[config.mk]
export PLATFORM = sky130hd
export DESIGN_NAME = ascii_decimal_line_parser_core
export DESIGN_NICKNAME = d
export VERILOG_FILES = /design/src/sv/adlp_pkg.sv /design/src/sv/adlp_step.sv /design/src/sv/ascii_decimal_line_parser_core.sv
export SDC_FILE = /design/constraint.sdc
export NUM_CORES = 1
export LEC_CHECK = 0
export ABC_AREA = 1
export BUFFER_PORTS_ARGS = -buffer_cell sky130_fd_sc_hd__buf_2
export CORE_MARGIN = 2
export CORE_UTILIZATION = 45
export CTS_CLUSTER_SIZE = 24
export DETAILED_ROUTE_END_ITERATION = 10
export GPL_TIMING_DRIVEN = 1
export SLEW_MARGIN = 20
export SYNTH_ARGS = -nofsm -noshare
export SYNTH_HDL_FRONTEND = slang
export SYNTH_HIERARCHICAL = 1
export SYNTH_SLANG_ARGS = --single-unit
[constraint.sdc]
create_clock -name clk_i -period 2.7 [get_ports clk_i]
set_input_delay 0.54 -clock clk_i [delete_from_list [all_inputs] [get_ports clk_i]]
set_output_delay 0.54 -clock clk_i [all_outputs]
set_load 0.1 [all_outputs]
[src/sv/adlp_pkg.sv]
// shared constants and types for the ascii decimal line parser
`default_nettype none

package adlp_pkg;

  localparam int unsigned LINE_CAPACITY = 10;
  localparam int unsigned CNT_W         = $clog2(LINE_CAPACITY + 1);
  localparam int unsigned BYTE_W        = 8;
  localparam int unsigned MAG_W         = 30;
  localparam int unsigned VALUE_W       = 31;

  localparam logic [BYTE_W-1:0] NEWLINE_BYTE = 8'd10;
  localparam logic [BYTE_W-1:0] CHAR_TAB     = 8'd9;
  localparam logic [BYTE_W-1:0] CHAR_VT      = 8'd11;
  localparam logic [BYTE_W-1:0] CHAR_FF      = 8'd12;
  localparam logic [BYTE_W-1:0] CHAR_CR      = 8'd13;
  localparam logic [BYTE_W-1:0] CHAR_SPACE   = 8'd32;
  localparam logic [BYTE_W-1:0] CHAR_PLUS    = 8'd43;
  localparam logic [BYTE_W-1:0] CHAR_MINUS   = 8'd45;
  localparam logic [BYTE_W-1:0] CHAR_DIGIT0  = 8'd48;
  localparam logic [BYTE_W-1:0] CHAR_DIGIT9  = 8'd57;

  typedef enum logic [1:0] {
    PH_SKIP,
    PH_SIGN,
    PH_DIGITS,
    PH_STOP
  } phase_e;

  typedef struct packed {
    logic [CNT_W-1:0] count;
    phase_e           phase;
    logic             neg;
    logic [MAG_W-1:0] mag;
  } line_state_t;

  typedef struct packed {
    logic               emit;
    logic [VALUE_W-1:0] value;
  } line_result_t;

  localparam line_state_t LINE_CLEAR = '{
    count: '0,
    phase: PH_SKIP,
    neg:   1'b0,
    mag:   '0
  };

endpackage

`default_nettype wire

[src/sv/adlp_step.sv]
// per-byte next-state and result logic of the line parser
`default_nettype none

module adlp_step (
  input  adlp_pkg::line_state_t           cur_i,
  input  logic [adlp_pkg::BYTE_W-1:0]     rx_byte_i,
  output adlp_pkg::line_state_t           nxt_o,
  output adlp_pkg::line_result_t          res_o
);
  import adlp_pkg::*;

  logic             is_digit;
  logic             is_white;
  logic             is_sign;
  logic [CNT_W:0]   cnt_inc;
  logic [MAG_W-1:0] mag_next;

  assign is_digit = (rx_byte_i >= CHAR_DIGIT0) && (rx_byte_i <= CHAR_DIGIT9);
  assign is_white = (rx_byte_i == CHAR_SPACE) || (rx_byte_i == CHAR_TAB) ||
                    (rx_byte_i == CHAR_VT) || (rx_byte_i == CHAR_FF) ||
                    (rx_byte_i == CHAR_CR);
  assign is_sign  = (rx_byte_i == CHAR_PLUS) || (rx_byte_i == CHAR_MINUS);
  assign cnt_inc  = (CNT_W + 1)'(cur_i.count) + (CNT_W + 1)'(1);

  // mag * 10 + digit, wrapped to the magnitude width
  assign mag_next = {cur_i.mag[MAG_W-4:0], 3'b000} + {cur_i.mag[MAG_W-2:0], 1'b0} +
                    MAG_W'(rx_byte_i[3:0]);

  always_comb begin
    nxt_o       = cur_i;
    res_o.emit  = 1'b0;
    res_o.value = cur_i.neg ? (VALUE_W'(0) - {1'b0, cur_i.mag}) : {1'b0, cur_i.mag};
    if (rx_byte_i == NEWLINE_BYTE) begin
      nxt_o      = LINE_CLEAR;
      res_o.emit = (cur_i.count < CNT_W'(LINE_CAPACITY));
    end else if (cur_i.count < CNT_W'(LINE_CAPACITY)) begin
      nxt_o.count = cnt_inc[CNT_W-1:0];
      // the character that fills the line is never parsed
      if (cnt_inc < (CNT_W + 1)'(LINE_CAPACITY)) begin
        priority if (cur_i.phase == PH_SKIP && is_white) begin
          nxt_o.phase = PH_SKIP;
        end else if (cur_i.phase == PH_SKIP && is_sign) begin
          nxt_o.neg   = (rx_byte_i == CHAR_MINUS);
          nxt_o.phase = PH_SIGN;
        end else if (cur_i.phase == PH_STOP) begin
          nxt_o.phase = PH_STOP;
        end else if (is_digit) begin
          nxt_o.mag   = mag_next;
          nxt_o.phase = PH_DIGITS;
        end else begin
          nxt_o.phase = PH_STOP;
        end
      end
    end
  end

endmodule

`default_nettype wire

[src/sv/ascii_decimal_line_parser_core.sv]
// ascii decimal line parser: bytes in, one signed value per completed line out
//
// input channel: one received byte per request on rx_byte_i (in_valid_i/in_ready_o).
// output channel: one signed 31-bit value per accepted line on line_value_o
// (out_valid_o/out_ready_i).
// each byte updates the line state in the cycle it is accepted; a newline that
// ends a line shorter than LINE_CAPACITY loads the result register at the same
// edge, so the value is offered in the cycle after the newline is accepted.
// throughput is one byte per cycle while no waiting result stalls the input, set
// by the single multiply-by-ten-and-add in the step logic. a line that reaches
// LINE_CAPACITY characters gives no result; parsing resumes after the next newline.
// reset clears the line state and empties the result register.
// while a result waits and out_ready_i is low, in_ready_o is low; with
// out_ready_i high a new byte is taken in the same cycle the result leaves.
`default_nettype none

module ascii_decimal_line_parser_core (
  input  logic                           clk_i,
  input  logic                           rst_ni,
  input  logic                           in_valid_i,
  output logic                           in_ready_o,
  input  logic [adlp_pkg::BYTE_W-1:0]    rx_byte_i,
  output logic                           out_valid_o,
  input  logic                           out_ready_i,
  output logic signed [adlp_pkg::VALUE_W-1:0] line_value_o
);
  import adlp_pkg::*;

  line_state_t        state_q;
  line_state_t        state_d;
  line_result_t       res;
  logic               out_valid_q;
  logic [VALUE_W-1:0] out_value_q;
  logic               in_fire;

  adlp_step u_step (
    .cur_i     (state_q),
    .rx_byte_i (rx_byte_i),
    .nxt_o     (state_d),
    .res_o     (res)
  );

  assign in_ready_o = !out_valid_q || out_ready_i;
  assign in_fire    = in_valid_i && in_ready_o;

  always_ff @(posedge clk_i or negedge rst_ni) begin
    if (!rst_ni) begin
      state_q     <= LINE_CLEAR;
      out_valid_q <= 1'b0;
    end else begin
      if (in_fire) begin
        state_q <= state_d;
      end
      if (in_fire && res.emit) begin
        out_valid_q <= 1'b1;
      end else if (out_ready_i) begin
        out_valid_q <= 1'b0;
      end
    end
  end

  always_ff @(posedge clk_i) begin
    if (in_fire && res.emit) begin
      out_value_q <= res.value;
    end
  end

  assign out_valid_o  = out_valid_q;
  assign line_value_o = out_value_q;

endmodule

`default_nettype wire

==> impl_table.tex <==
\begin{tabular}{lr}
\hline
Metric & Value \\
\hline
\multicolumn{2}{l}{\textbf{Logic synthesis}} \\
Predominant post-synthesis flop cell & dfrtp\_1 \\
Number of register bits inferred by synthesis & 69 \\
Ys Warns & 6 \\
Post-synthesis net count & 1080 \\
Area share of the leading cell type in the synthesized netlist & 21.3\% \\
Leading cell types by total area after synthesis & nand2\_1, dfrtp\_1, edfxtp\_1 \\
Dominant cell type by area after synthesis & nand2\_1 \\
Sequential fraction of the synthesis area & 28.6\% \\
Synthesized area & 6580 um\^{}2 \\
Gate Count Post-Synth & 1010 \\
Fraction of synthesis flops using an asynchronous set or reset pin & 55.1\% \\
Most numerous cell in the Yosys netlist & nand2\_1 \\
Unique cell type count in the Yosys netlist & 34 \\
Commonest cells in the netlist & nand2\_1, inv\_1, nor2\_1, nand3\_1, ha\_1 \\
Post-Syn Area per Cell & 6.52 um\^{}2 \\
Number of enable flip-flop cells after synthesis & 31 \\
\multicolumn{2}{l}{\textbf{Floorplanning}} \\
Floorplan die area & 15600 um\^{}2 \\
Effective utilization at floorplan & 45.6\% \\
Die extent in y & 125 um \\
Count of pins on the block boundary & 45 \\
Die X-Extent & 125 um \\
Row count & 44 \\
Area of the core & 14400 um\^{}2 \\
\multicolumn{2}{l}{\textbf{Status}} \\
Run status & complete, no violations \\
\multicolumn{2}{l}{\textbf{Job}} \\
Number of max-capacitance violations reported & 0 \\
\multicolumn{2}{l}{\textbf{Final layout}} \\
Antenna Diode Count & 0 \\
Area taken by multi-input logic gates & 4010 um\^{}2 \\
Filler cell count & $\sim$1500 \\
Number of nets in the finished design & 1155 \\
Summed area of non-filler cells in the final layout & 7520 um\^{}2 \\
Area growth syn-to-layout & 14.2\% \\
Filler-free cell count of the finished design & 1274 \\
Sequential cell area & 1880 um\^{}2 \\
Layout cells sized above 1 & a little over an eighth \\
\multicolumn{2}{l}{\textbf{Clock network}} \\
Buffer depth of the longest clock path & 2 \\
H-tree Lvls & 3 \\
Clock tree from TritonCTS & yes \\
Later-pin clock latency in the skew report & 0.34 ns \\
Clock-pin slew reported for the worst setup and hold paths after clock tree synthesis & 0.06 ns \\
Clock buffer count from CTS & 9 \\
Number of sinks on the clock net & between 60 and 70 \\
Clk root buf & clkbuf\_16 \\
Count of hold buffers inserted by post-cts repair & 0 \\
\multicolumn{2}{l}{\textbf{Placement}} \\
Post-Place Cells & approximately 1300 \\
Placer's final routability congestion estimate & 0.960 \\
Half-perimeter wire length after detailed placement & 14.2 mm \\
Total placed instance area & a little over 7000 um\^{}2 \\
Port bufs & 44 \\
\multicolumn{2}{l}{\textbf{Worst setup path}} \\
Capturing point of the worst reg2reg path & state\_q[29] \\
Reg2reg setup slack & about 0.20 ns \\
Crit path arrival time & 2.78 ns \\
Worst path required time & 2.98 ns \\
Critical path endpoint category & flip-flop \\
Category of the critical setup timing path & flip-flop to flip-flop \\
Delay-heaviest family, CP & simple AND/OR/NAND/NOR gates \\
Cell breakdown of the critical path & ha\_1 -> ha\_1 -> buf\_4 -> nand2\_1 -> nand2\_1 -> inv\_1 -> nand2\_1 -> nand2\_1 -> nand2\_1 -> a21oi\_1 -> nand2\_1 -> nand2\_1 -> nand2\_1 -> a21oi\_2 -> nand3\_1 -> nand2\_1 \\
Worst R2R Start & state\_q[15] \\
Slowest cell on the critical path & dfrtp\_1 \\
Worst reg2reg path depth & 16 \\
Number of cells on the critical path & 16 \\
Most used cell along the critical path & nand2\_1 \\
Combined buffer and inverter count along the critical path & 2 \\
Worst Path Max Fanout & 6 \\
Longest individual stage delay on the worst path & between 0.4 and 0.5 ns \\
Setup crit start kind & flip-flop \\
\multicolumn{2}{l}{\textbf{Timing}} \\
Worst Max-Slew Pin Slew & between 0.9 and 1 ns \\
Setup-failing EPs final & 0 \\
Worst hold slack across all endpoints & 0.350 ns \\
Minimum clock period after layout & 2.50 ns \\
Number of hold violations in the final report & 0 \\
Final worst path period share & between 90\% and 100\% \\
Final slew viol count & 0 \\
Post-route clock skew & $\sim$0.0091 ns \\
Highest clock frequency the design can meet & 0.399 GHz \\
Unrepaired setup endpoints after global routing & false \\
Slew HR & between 30\% and 40\% \\
\multicolumn{2}{l}{\textbf{Power}} \\
Clock power share & 16.7\% \\
Leakage power & between 4 and 5 nW \\
Sequential Power Share & 24.9\% \\
Switching portion of total power & slightly below 50\% \\
Pint & roughly 0.0035 W \\
Worst vdd rail ir drop & 0.321 mV \\
Combinational Power Share & around 60\% \\
Switching pwr & 0.00319 W \\
Total power divided by cell area & 885 nW/um\^{}2 \\
\multicolumn{2}{l}{\textbf{Routing}} \\
Violation count after the first detailed-route iteration & 524 \\
Drc violations & 0 \\
Detailed-routing iteration count for the pre-antenna-repair pass & 5 \\
Vias after detailed routing & 6411 \\
Average wire per cell in the routed design & 14.3 um \\
Count of antenna-violating nets left after detailed routing & 0 \\
Total wire length & 18.2 mm \\
Routed via count divided by cell count & 5.03 \\
\multicolumn{2}{l}{\textbf{Global routing}} \\
Total overflow reported by the global router & 0 \\
First-pass GRT wire length & 30.3 mm \\
Largest net degree at the start of global routing & 39 \\
Initial antenna violation count & 0 \\
Vias in the first global route & 5866 \\
GRT Total Usage & 23.9\% \\
\multicolumn{2}{l}{\textbf{Min path}} \\
Hold Crit Class & input pin to asynchronous set/reset pin \\
\hline
\end{tabular}
==> area by class of cell <==
type,instances,share of cell area (%)
Clock inverter,6,0.632
Timing Repair Buffer,88,7.49
Clock buffer,10,3.05
Tap cell,184,3.06
Sequential cell,69,25.1
Inverter,148,7.39
Multi-Input combinational cell,769,53.3
==> worst max path at each step <==
stage / start / end / slack [ns]
floorplan: rx_byte_i[6] / line_value_o[0] / 0.10
global placement: rx_byte_i[3] / state_q[13] / -0.13
detailed placement: rx_byte_i[3] / state_q[13] / -0.12
CTS: state_q[2] / state_q[18] / 0.15
global route: state_q[13] / state_q[19] / 0.004
finish: state_q[15] / state_q[29] / 0.20
==> logic make-up (layout without fill, tap and decap cells) <==
| group | Yosys count | after routing | share of synthesized area [%] |
|---|---|---|---|
| adders and majority gates | 58 | 58 | 11.3 |
| and+or+nand+nor | 603 | 603 | 37.9 |
| DFF | 69 | 69 | 28.6 |
| AOI/OAI and AO/OA | 67 | 67 | 5.68 |
| buffers and inverters | 172 | 252 | 11.1 |
| xor gates and xnor gates | 41 | 41 | 5.45 |
==> timing repair <==
action | CTS | global route
setup buffers | 0 | 1
endpoints found under the hold margin | 0 | 0
gates resized for setup | 0 | 11
setup endpoints to repair | 0 | 14
==> metrics by stage <==
step	TNS [ns]	setup slack [ns]	utilization, %	power (W)
after CTS	0	0.145	51.8	0.00659
final	0	0.197	52.1	0.00665
after floorplan	0	0.104	-	0.00431
after global routing	0	0.00418	52.1	0.00731
after detailed placement	-1.28	-0.120	49.9	0.00545
after global placement	-0.885	-0.134	49.9	0.00542
==> metal layers <==
layer | up-vias | routed length, um | track usage [%]
met4 | 0 | 278 | 6.73
met3 | 18 | 984 | 3.00
met5 | - | 0 | 0
met1 | 2882 | 9300 | 37.1
met2 | 174 | 7640 | 34.7
li1 | 3337 | - | -
==> worst reg2reg max path: stages (launching register included) <==
cell and delay, ns:
dfrtp_1 0.47, ha_1 0.31, ha_1 0.33, buf_4 0.16
nand2_1 0.06, nand2_1 0.09, inv_1 0.07, nand2_1 0.07
nand2_1 0.06, nand2_1 0.07, a21oi_1 0.29, nand2_1 0.09
nand2_1 0.07, nand2_1 0.06, a21oi_2 0.11, nand3_1 0.07
nand2_1 0.08
==> power groups by stage <==
stage | combinational [W] | clock, W | sequential (W)
after detailed placement | 0.00378 | 0 | 0.00167
final | 0.00388 | 0.00111 | 0.00166
after global routing | 0.00444 | 0.00117 | 0.00169
after global placement | 0.00376 | 0 | 0.00167
after CTS | 0.00380 | 0.00114 | 0.00165
after floorplan | 0.00269 | 0 | 0.00162
==> cells in the final DEF (no fill, tap or decap), types with 31 or more instances in the layout <==
cell type  count
buf_2         44
buf_4         43
dfrtp_1       36
edfxtp_1      31
ha_1          55
inv_1        138
nand2_1      372
nand3_1       87
nor2_1       101
xor2_1        35
==> registers in the layout, indices dropped and copies added, names as in the netlist <==
name	flops
state_q	37
out_valid_o	1
line_value_o	31
Power figures use the tool's default switching activity.
